$ cat src/rtl/core/brqs_pkg.sv
// ----------------------------------------------------------------------------
// brqs_pkg: shared types and constants of the byte ring queue or stack
// Mode and status codes, register indexes and the per-beat result record.
// ----------------------------------------------------------------------------
package brqs_pkg;

  localparam int DEPTH_DEF = 256;
  localparam int DATA_W    = 8;
  localparam int MODE_W    = 2;
  localparam int DEPTH_W   = 9;
  localparam int CFG_IDX_W = 1;
  localparam int CFG_W     = DEPTH_W;

  localparam logic [DEPTH_W-1:0] DEPTH_RST = 9'd256;

  // Operating modes; code three behaves as the fifo queue.
  localparam logic [MODE_W-1:0] MODE_FIFO  = 2'd0;
  localparam logic [MODE_W-1:0] MODE_STACK = 2'd1;
  localparam logic [MODE_W-1:0] MODE_OUT   = 2'd2;
  localparam logic [MODE_W-1:0] MODE_SPARE = 2'd3;

  // Operations
  localparam logic OP_WRITE = 1'b0;
  localparam logic OP_READ  = 1'b1;

  // Register indexes
  localparam logic [CFG_IDX_W-1:0] CFG_MODE  = 1'b0;
  localparam logic [CFG_IDX_W-1:0] CFG_DEPTH = 1'b1;

  typedef enum logic [1:0] {
    ST_OK        = 2'd0,
    ST_OVERFLOW  = 2'd1,
    ST_EMPTY     = 2'd2,
    ST_WRONG_USE = 2'd3
  } status_e;

  // Result of one beat, handed from the pointer logic to the output stage.
  typedef struct packed {
    status_e           status;
    logic              fwd;
    logic              use_ram;
    logic [DATA_W-1:0] data;
  } result_t;

endpackage

$ cat src/rtl/core/byte_ring_queue_or_stack.sv
// ----------------------------------------------------------------------------
// byte_ring_queue_or_stack: byte ring used as fifo, stack or pass-through
// Result: each accepted input beat yields a registered result beat in the next cycle.
// Throughput: one beat per cycle; a stalled result holds the input side only
//   while out_ready_i stays low (single output register).
// Reset: mode fifo, depth in use 256, write pointer 1, read pointer 0. Ring
//   contents are not cleared; any register write restarts the pointers.
// ----------------------------------------------------------------------------
module byte_ring_queue_or_stack #(
  parameter int DEPTH = brqs_pkg::DEPTH_DEF
) (
  input  logic                           clk_i,
  input  logic                           rst_ni,
  input  logic                           cfg_we_i,
  input  logic [brqs_pkg::CFG_IDX_W-1:0] cfg_idx_i,
  input  logic [brqs_pkg::CFG_W-1:0]     cfg_wdata_i,
  input  logic                           in_valid_i,
  output logic                           in_ready_o,
  input  logic                           op_i,
  input  logic [brqs_pkg::DATA_W-1:0]    data_in_i,
  output logic                           out_valid_o,
  input  logic                           out_ready_i,
  output logic [brqs_pkg::DATA_W-1:0]    data_out_o,
  output logic [1:0]                     status_o,
  output logic                           forwarded_o
);

  import brqs_pkg::*;

  localparam int PTR_W = $clog2(DEPTH);

  logic              in_fire;
  logic              ram_we;
  logic [PTR_W-1:0]  ram_waddr;
  logic [DATA_W-1:0] ram_wdata;
  logic              ram_re;
  logic [PTR_W-1:0]  ram_raddr;
  logic [DATA_W-1:0] ram_rdata;
  result_t           res_d;
  result_t           res_q;
  logic              out_valid_q;

  // Take a new beat whenever the result register is free or being drained.
  assign in_ready_o = !out_valid_q || out_ready_i;
  assign in_fire    = in_valid_i && in_ready_o;

  // Decide the beat, update pointers and issue the ring access.
  brqs_ctrl #(
    .DEPTH (DEPTH)
  ) u_ctrl (
    .clk_i       (clk_i),
    .rst_ni      (rst_ni),
    .cfg_we_i    (cfg_we_i),
    .cfg_idx_i   (cfg_idx_i),
    .cfg_wdata_i (cfg_wdata_i),
    .fire_i      (in_fire),
    .op_i        (op_i),
    .data_i      (data_in_i),
    .ram_we_o    (ram_we),
    .ram_waddr_o (ram_waddr),
    .ram_wdata_o (ram_wdata),
    .ram_re_o    (ram_re),
    .ram_raddr_o (ram_raddr),
    .res_o       (res_d)
  );

  // Ring storage; read data is registered and lines up with the result
  // register. It only reloads on a read beat, so it holds through a stall.
  brqs_ram #(
    .WIDTH (DATA_W),
    .DEPTH (DEPTH)
  ) u_ram (
    .clk_i   (clk_i),
    .we_i    (ram_we),
    .waddr_i (ram_waddr),
    .wdata_i (ram_wdata),
    .re_i    (ram_re),
    .raddr_i (ram_raddr),
    .rdata_o (ram_rdata)
  );

  // Result register: load on each accepted beat, hold while stalled.
  always_ff @(posedge clk_i or negedge rst_ni) begin
    if (!rst_ni) begin
      out_valid_q <= 1'b0;
    end else if (in_ready_o) begin
      out_valid_q <= in_fire;
    end
  end

  always_ff @(posedge clk_i) begin
    if (in_fire) begin
      res_q <= res_d;
    end
  end

  // Pick the RAM byte for a successful read, else the carried byte.
  assign out_valid_o = out_valid_q;
  assign data_out_o  = res_q.use_ram ? ram_rdata : res_q.data;
  assign status_o    = res_q.status;
  assign forwarded_o = res_q.fwd;

  // A blocked input side means a result is waiting.
  a_ready_low_has_result : assert property (
    @(posedge clk_i) disable iff (!rst_ni)
    !in_ready_o |-> out_valid_o
  ) else $error("input stalled without a pending result");

  // Every accepted beat shows up as a result in the next cycle.
  a_fire_gives_result : assert property (
    @(posedge clk_i) disable iff (!rst_ni)
    in_fire |=> out_valid_o
  ) else $error("accepted beat produced no result");

  // A forwarded byte always reports ok.
  a_fwd_ok : assert property (
    @(posedge clk_i) disable iff (!rst_ni)
    (out_valid_o && forwarded_o) |-> (status_o == ST_OK)
  ) else $error("forwarded beat with bad status");

  // RAM data is only used by a successful, non-forwarded read.
  a_ram_read_ok : assert property (
    @(posedge clk_i) disable iff (!rst_ni)
    (out_valid_o && res_q.use_ram) |-> (status_o == ST_OK && !forwarded_o)
  ) else $error("ring byte returned on a failed or forwarded beat");

endmodule

$ cat src/rtl/core/brqs_ram.sv
// ----------------------------------------------------------------------------
// brqs_ram: generic single-write, single-read RAM
// One write port and one read port with registered read data.
// ----------------------------------------------------------------------------
module brqs_ram #(
  parameter int WIDTH = 8,
  parameter int DEPTH = 256
) (
  input  logic                     clk_i,
  input  logic                     we_i,
  input  logic [$clog2(DEPTH)-1:0] waddr_i,
  input  logic [WIDTH-1:0]         wdata_i,
  input  logic                     re_i,
  input  logic [$clog2(DEPTH)-1:0] raddr_i,
  output logic [WIDTH-1:0]         rdata_o
);

  logic [WIDTH-1:0] mem_q [DEPTH];
  logic [WIDTH-1:0] rdata_q;

  always_ff @(posedge clk_i) begin
    if (we_i) begin
      mem_q[waddr_i] <= wdata_i;
    end
    if (re_i) begin
      rdata_q <= mem_q[raddr_i];
    end
  end

  assign rdata_o = rdata_q;

endmodule

$ cat src/rtl/core/brqs_ctrl.sv
// ----------------------------------------------------------------------------
// brqs_ctrl: configuration registers and ring pointer logic
// Decides each beat's outcome, drives the ring RAM and advances the pointers.
// ----------------------------------------------------------------------------
module brqs_ctrl #(
  parameter int DEPTH = brqs_pkg::DEPTH_DEF
) (
  input  logic                           clk_i,
  input  logic                           rst_ni,
  input  logic                           cfg_we_i,
  input  logic [brqs_pkg::CFG_IDX_W-1:0] cfg_idx_i,
  input  logic [brqs_pkg::CFG_W-1:0]     cfg_wdata_i,
  input  logic                           fire_i,
  input  logic                           op_i,
  input  logic [brqs_pkg::DATA_W-1:0]    data_i,
  output logic                           ram_we_o,
  output logic [$clog2(DEPTH)-1:0]       ram_waddr_o,
  output logic [brqs_pkg::DATA_W-1:0]    ram_wdata_o,
  output logic                           ram_re_o,
  output logic [$clog2(DEPTH)-1:0]       ram_raddr_o,
  output brqs_pkg::result_t              res_o
);

  import brqs_pkg::*;

  localparam int PTR_W = $clog2(DEPTH);
  localparam int AD_W  = PTR_W + 1;

  logic [MODE_W-1:0]  mode_q;
  logic [DEPTH_W-1:0] depth_q;
  logic [PTR_W-1:0]   wp_q, wp_d;
  logic [PTR_W-1:0]   rp_q, rp_d;

  logic [AD_W-1:0]  depth_act;
  logic [PTR_W-1:0] last_slot;
  logic [PTR_W-1:0] wp_inc;
  logic [PTR_W-1:0] rp_inc;
  logic [PTR_W-1:0] stack_next;

  // Clamp the depth in use to the range 2..DEPTH.
  always_comb begin
    if (depth_q < DEPTH_W'(2)) begin
      depth_act = AD_W'(2);
    end else if (32'(depth_q) > 32'(DEPTH)) begin
      depth_act = AD_W'(DEPTH);
    end else begin
      depth_act = AD_W'(depth_q);
    end
  end

  assign last_slot  = PTR_W'(depth_act - AD_W'(1));
  assign wp_inc     = ({1'b0, wp_q} + AD_W'(1) == depth_act) ? '0 : wp_q + PTR_W'(1);
  assign rp_inc     = ({1'b0, rp_q} + AD_W'(1) == depth_act) ? '0 : rp_q + PTR_W'(1);
  assign stack_next = (wp_q == '0) ? last_slot : wp_q - PTR_W'(1);

  always_comb begin
    wp_d         = wp_q;
    rp_d         = rp_q;
    ram_we_o     = 1'b0;
    ram_re_o     = 1'b0;
    ram_waddr_o  = wp_q;
    ram_wdata_o  = data_i;
    ram_raddr_o  = rp_inc;
    res_o        = '0;
    res_o.status = ST_OK;

    if (mode_q == MODE_OUT) begin
      if (op_i == OP_WRITE) begin
        res_o.data = data_i;
        res_o.fwd  = 1'b1;
      end else begin
        res_o.status = ST_WRONG_USE;
      end
    end else if (op_i == OP_WRITE) begin
      if (wp_q == rp_q) begin
        res_o.status = ST_OVERFLOW;
      end else begin
        ram_we_o = fire_i;
        wp_d     = wp_inc;
      end
    end else if (mode_q == MODE_STACK) begin
      ram_raddr_o = stack_next;
      if (stack_next == rp_q) begin
        res_o.status = ST_EMPTY;
      end else begin
        ram_re_o      = fire_i;
        res_o.use_ram = 1'b1;
        wp_d          = stack_next;
      end
    end else begin
      if (rp_inc == wp_q) begin
        res_o.status = ST_EMPTY;
      end else begin
        ram_re_o      = fire_i;
        res_o.use_ram = 1'b1;
        rp_d          = rp_inc;
      end
    end
  end

  // Any register write restarts the pointers.
  always_ff @(posedge clk_i or negedge rst_ni) begin
    if (!rst_ni) begin
      mode_q  <= MODE_FIFO;
      depth_q <= DEPTH_RST;
      wp_q    <= PTR_W'(1);
      rp_q    <= '0;
    end else if (cfg_we_i) begin
      case (cfg_idx_i)
        CFG_MODE: begin
          mode_q <= cfg_wdata_i[MODE_W-1:0];
        end
        CFG_DEPTH: begin
          depth_q <= cfg_wdata_i[DEPTH_W-1:0];
        end
        default: begin
        end
      endcase
      wp_q <= PTR_W'(1);
      rp_q <= '0;
    end else if (fire_i) begin
      wp_q <= wp_d;
      rp_q <= rp_d;
    end
  end

endmodule

$ cat config.mk
export PLATFORM = sky130hd
export DESIGN_NAME = byte_ring_queue_or_stack
export DESIGN_NICKNAME = d
export VERILOG_FILES = /design/src/rtl/core/brqs_pkg.sv /design/src/rtl/core/byte_ring_queue_or_stack.sv /design/src/rtl/core/brqs_ram.sv /design/src/rtl/core/brqs_ctrl.sv
export SDC_FILE = /design/constraint.sdc
export NUM_CORES = 2
export LEC_CHECK = 0
export BUFFER_PORTS_ARGS = -buffer_cell sky130_fd_sc_hd__buf_2
export CELL_PAD_IN_SITES_DETAIL_PLACEMENT = 1
export CELL_PAD_IN_SITES_GLOBAL_PLACEMENT = 2
export CORE_MARGIN = 4
export CORE_UTILIZATION = 42
export CTS_CLUSTER_DIAMETER = 100
export DETAILED_ROUTE_END_ITERATION = 10
export PLACE_DENSITY_LB_ADDON = 0.1
export SYNTH_ARGS = -nofsm -noshare
export SYNTH_HDL_FRONTEND = slang
export SYNTH_SLANG_ARGS = --single-unit
$ cat constraint.sdc
create_clock -name clk_i -period 9.2 [get_ports clk_i]
set_clock_uncertainty 0.1 [all_clocks]
set_input_delay 2.76 -clock clk_i [delete_from_list [all_inputs] [get_ports clk_i]]
set_output_delay 2.76 -clock clk_i [all_outputs]
set_load 0.01 [all_outputs]
# Yosys cells after proc, flatten, opt, wreduce, memory -nomap -nowiden
# Memory sizes are Yosys's and may differ from the RTL's. A register that Yosys moved wholly into a read port is not among the register bits.
# Cells that the tools add are included.
[word_totals]
regBits = 40
ram_bits = 2048
inputBits = 24
wordCells = 89
n_memories = 1
[mem_list]
columns = ["memory", "depth", "word_bits", "read_ports", "rd_ports_with_merged_regs", "write_ports", "line", "source"]
rows = [
  ["u_ram.mem_q", 256, 8, 1, 1, 1, "brqs_ram.sv:18", "logic [WIDTH-1:0] mem_q [DEPTH];"],
]
[classes]
addsub = 6
order_cmp = 2
n_eq_ne = 13
muxes = 43
n_bitwise = 3
reduce_logical = 12
[op_table]
columns = ["operator", "count"]
rows = [
  ["$mux 8", 20],
  ["$eq 8x8->1", 3],
  ["$add 8x1->9 const B", 2],
  ["$eq 9x9->1", 2],
  ["$mux 9", 2],
  ["$add 8x1->8 const B", 2],
  ["$sub 8x1->8 const B", 2],
  ["$mux 1", 15],
  ["$mux 2", 6],
  ["$reduce_and 5->1", 2],
  ["$gt 9x9->1 const B", 1],
  ["$lt 9x2->1 const B", 1],
  ["$logic_not 8->1", 1],
  ["$ne 2x2->1 const B", 3],
  ["$ne 3x3->1 const B", 2],
  ["$reduce_and 2->1", 2],
  ["$reduce_bool 2->1", 2],
  ["$reduce_or 2->1", 2],
  ["$ne 3x2->1 const B", 1],
  ["$not 1->1", 3],
  ["$eq 2x1->1 const B", 1],
  ["$eq 2x2->1 const B", 1],
  ["$logic_and 1x1->1", 1],
  ["$logic_not 1->1", 1],
  ["$logic_or 1x1->1", 1],
]

# Depth between registers and ports, before layout
[logic_depth]
ltp_word = 12
depth_mapped = 23
mapped_depth_nobuf = 20

# Cells and area by module
# From an unflattened synthesis, not the netlist that was laid out.
[unflattened]
hier_cells = 4179
area_unflattened_um2 = 83408.7
[by_module_without_submodules]
columns = ["module", "instances", "cells_per_inst", "area_each_um2"]
rows = [
  ["brqs_ram", 1, 3733, 79636.4],
  ["brqs_ctrl", 1, 419, 3221.8],
  ["byte_ring_queue_or_stack", 1, 27, 550.5],
]

# Worst setup path after synthesis
# Ideal clock, no wire load.
[synth_timing]
path_type = "input-to-reg"
startpoint = "input op_i"
endpoint = "register u_ram.rdata_q[3], in the netlist u_ram.rdata_o[3] (read register of u_ram.mem_q) (data pin)"
setup_ns = 0.257
arrival_ns = 5.673
required_ns = 8.843
slack_ns = 3.170
path_stages = 16
n_path_buf = 5
cell_sequence = "clkbuf_1 -> inv_1 -> or2_2 -> clkbuf_1 -> clkbuf_1 -> o21ai_2 -> o21ai_4 -> nand2_2 -> buf_2 -> buf_1 -> a21oi_1 -> a2111oi_0 -> nor3_1 -> o2111ai_1 -> nand3_1 -> o2bb2ai_1"
[synth_between]
elab_chain_len = 2
[synth_rtl]
columns = ["item", "line", "source"]
rows = [
  ["from (decl)", "byte_ring_queue_or_stack.sv:19", "input logic op_i,"],
  ["$mux 8 or $mux 1 (tied branches)", "brqs_ctrl.sv:74", "end else if (op_i == OP_WRITE) begin"],
  ["$mux 8 or $mux 1 (tied branches)", "brqs_ctrl.sv:67", "if (mode_q == MODE_OUT) begin"],
  ["to (decl)", "brqs_ram.sv:19", "logic [WIDTH-1:0] rdata_q;"],
]
# Several ways; a longest one is shown, not always the timed one.
# A chain may end at the register's enable or synchronous reset.

# Worst setup path in the final report
[layout_timing]
startpoint = "register u_ctrl.wp_q[0], in the netlist u_ctrl.ram_waddr_o[0]"
endpoint = "register u_ram.rdata_q[6], in the netlist u_ram.rdata_o[6] (read register of u_ram.mem_q) (data pin)"
[layout_between]
elab_chain_len = 7
[layout_rtl]
columns = ["item", "line", "source"]
rows = [
  ["from (decl)", "brqs_ctrl.sv:31", "logic [PTR_W-1:0] wp_q, wp_d;"],
  ["from (signal assigned)", "brqs_ctrl.sv:122", "wp_q <= wp_d;"],
  ["$sub 8x1->8 or $logic_not 8->1 (tied branches)", "brqs_ctrl.sv:54", "assign stack_next = (wp_q == '0) ? last_slot : wp_q - PTR_W'(1);"],
  ["$mux 8", "brqs_ctrl.sv:54", ""],
  ["$eq 8x8->1", "brqs_ctrl.sv:83", "if (stack_next == rp_q) begin"],
  ["$mux 1", "brqs_ctrl.sv:83", ""],
  ["$mux 1", "brqs_ctrl.sv:81", "end else if (mode_q == MODE_STACK) begin"],
  ["$mux 1", "brqs_ctrl.sv:74", ""],
  ["$mux 1", "brqs_ctrl.sv:67", ""],
]
# Several ways; a longest one is shown, not always the timed one.

==> results.md <==
* Slew margin rel. at -1.98%
* Tcrit/Tclk final at 84.8%
* Layout cell share with drive strength beyond 1 at 10.0%
* Post-CTS Setup Inserts at 0
* Setup TNS at 0 ps
* Die W at 459 microns
* Total Wirelength at 313 mm
* FP Rows at 165
* Total CTS buffers at 222
* Sw Share at 29.6%
* Power share of the clock group at 37.3%
* Internal at 16.6 mW
* Post-route antenna net violation count at 0
* Crit path from: u_ctrl.ram_waddr_o[0]$_DFFE_PN1P_
* First-pass GRT wire length at 439 mm
* Yosys reg bits at 2096
* Die H at 459 microns
* Final HPWL DP at 194 mm
* Initial drt markers at 6942
* Syn avg cell area at 13.7 sq um
* Final hold vios at 0
* Worst slew pin tran at 1520 ps
* Commonest non-fill, non-tap cell in the layout: edfxtp_1
* Worst Setup Start Kind: flip-flop
* # DRC at 0
* # IOs at 37
* Crit Path Max Fanout at 12
* Largest net degree at the start of global routing at 185
* YS warnings at 0
* Peak VDD IR at 0.180 mV
* LEAKAGE at 30.9 nW
* Unrepaired setup endpoints after global routing: false
* Outcome: finished with violations
* Critical path arrival at 8290 ps
* CTS tree: yes
* CP required at 9690 ps
* CTS Hold Bufs at 0
* Resized Gates After CTS at 0
* Failing checks: max-capacitance violations, max-slew violations
* Pins Over Slew Limit at 2
* Total of max-cap violations at 2
* Area grow syn2layout at 12.5%
* Placed Area at 0.0891 sq mm
* Number of flops mapped to enable cells by yosys at 2068
* Clock root buffer master: clkbuf_16
* Skew-Pair Late Insertion Delay at 890 ps
* Register area share after synthesis at 73.5%
* Post-layout net count at 6307
* Most frequent cells in the layout: edfxtp_1, nand2_1, a21oi_1, mux2i_1, nand3_1
* Mapped Nets at 6262
* Setup Crit Path Kind: reg2reg
* Cell variety after synth at 97
* Top FF cell, synth: edfxtp_1
* Routability congestion estimate at 0.855
* H-tree depth at 4
* Sequential share of power at 45.1%
* Vias in the first global route at 55748
* Tmin final at 7800 ps
* PortBufs at 36
* Final std cell area, no fill at 0.0962 sq mm
* Syn Std Cell Area at 0.0855 sq mm
* Synth Instances at 6232
* Net Sw Power at 6.99 mW
* Worst reg2reg path startpoint: u_ctrl.ram_waddr_o[0]$_DFFE_PN1P_
* Peak Freq at 128 MHz
* Ys async rst share at 1.34%
* Initial antenna violation count at 27
* Worst-case clock buffer depth at 3
* Comb power frac at 17.6%
* Pwr Density at 245 mW/mm^2
* Hold Path Class: reg2reg
* First-pass DRT Iterations at 6
* Core area at 0.202 sq mm
* Routed vias at 56051
* Sink Count at 2096
* GR Overflow Total at 0
* Worst setup EP type: flip-flop
* Overall global routing resource usage at 29.4%
* Clk slew on worst S/H paths at 60 ps
* Die area at 0.211 sq mm
* Via density at 6.13
* Routed wire per std cell at 34.3 microns
* Initial core utilization at 42.3%
* Final-report setup violation count at 0
* Critical hold path startpoint: u_ctrl.mode_q[0]$_DFFE_PN0P_
## cells in the mapped netlist (all sizes together), types with 6 or more instances
cell	instances	area, sq um
edfxtp	2068	62100
nor3	49	257
a311oi	21	184
o21a	7	52.6
o221ai	11	109
or4	12	93.8
o22ai	107	669
or3	14	87.6
mux2i	323	3230
a21boi	8	63.8
a32oi	46	403
a211oi	21	173
xnor2	23	201
o41ai	8	92.6
a221oi	47	412
dfrtp	26	651
nor2	318	1210
o32ai	9	78.8
mux2	26	297
a31oi	67	440
inv	11	41.3
xor2	22	193
o211ai	19	156
buf	297	1710
nor2b	14	87.6
nor4	88	572
and3	37	236
nand2b	9	56.3
and2	16	100
a2111oi	10	93.8
a21oi	486	2450
o21ai	77	430
nand4	26	163
nand3	327	1650
a31o	6	52.6
a22oi	64	480
nand2	1299	4880
clkbuf	121	454
ha	6	75.1
a22o	9	78.8
o2111ai	10	87.6
## routing by layer
metal,vias to the layer above,share of wire [%],GRT usage (%)
li1,23616,-,-
met1,29540,43,42.4
met2,2432,46,45.4
met3,459,8.1,5.17
met4,4,3.4,9.50
met5,-,0.0083,0
## worst max-delay path: stages (launching register included)
cell and delay, ps:
dfstp_2 720, inv_1 210, ha_1 350, or3b_2 270
nor2_4 80, a21oi_2 420, ha_1 300, nor3b_1 310
o211ai_1 210, a311o_1 380, o311a_1 230, mux2_2 360
a21o_1 360, a211oi_1 620, buf_4 320, nand2_1 230
nor4_1 1290, nor3_1 110, o2111ai_1 260, o31ai_1 150
a21boi_1 200
## worst paths after layout
check / endpoint / slack (ps) / cells after the start
setup / recovery: u_ram.rdata_o[6]$_DFFE_PP_ / 1400 / 20
hold / removal: u_ctrl.mode_q[0]$_DFFE_PN0P_ / 430 / 1
setup reg to reg: u_ram.rdata_o[6]$_DFFE_PP_ / 1400 / 20
hold reg to reg: u_ctrl.mode_q[0]$_DFFE_PN0P_ / 430 / 1
max in group asynchronous: u_ctrl.depth_q[4]$_DFFE_PN0P_ / 6690 / 1
min in group asynchronous: u_ctrl.rp_q[3]$_DFFE_PN0P_ / 1820 / 1
## sequential cells by signal, indices dropped and copies added, names as in the netlist, 2 cells and up
| register | flops |
|---|---|
| status_o | 2 |
| u_ctrl.ram_waddr_o | 8 |
| u_ram.rdata_o | 8 |
| u_ctrl.rp_q | 8 |
| u_ram.mem_q | 2048 |
| res_q | 9 |
| u_ctrl.mode_q | 2 |
| u_ctrl.depth_q | 9 |
## cell families after synthesis
kind of cell | synth area share, %
muxes | 4.13
adders and majority gates | 0.0878
buffers and inverters | 2.58
AOI/OAI and AO/OA | 8.04
and+or+nand+nor | 11.2
DFF | 73.5
xor gates and xnor gates | 0.489
## final cells by class
type / instances / area, sq um
clock buffer: 268 / 5790
multi-input combinational: 3707 / 20700
sequential: 2096 / 62800
timing repair buffer: 239 / 2270
clock inverter: 135 / 1190
fill: 20128 / 106000
inverter: 11 / 41.3
tap: 2672 / 3340
antenna: 10 / 25.0
## power groups by stage
stage | registers, mW | logic (mW) | clock network, mW
CTS | 10.6 | 4.12 | 8.90
finish | 10.6 | 4.16 | 8.80
global placement | 10.8 | 4.07 | 0
detailed placement | 10.8 | 4.11 | 0
floorplan | 10.8 | 2.25 | 0
global route | 10.6 | 4.35 | 9.31
## through the flow
| stage | hold slack (ps) | utilization [%] | cells | power [mW] | worst slack, ps |
|---|---|---|---|---|---|
| after floorplan | 395 | - | 6232 | 13.0 | 3170 |
| after global placement | 411 | 44.1 | 8724 | 14.9 | 1050 |
| after detailed placement | 416 | 44.1 | 8725 | 14.9 | 1070 |
| after CTS | 430 | 47.5 | 9128 | 23.6 | 1460 |
| after global routing | 459 | 47.5 | 9130 | 24.3 | 1260 |
| final | 425 | 47.5 | 9138 | 23.6 | 1400 |
Power figures use the tool's default switching activity.
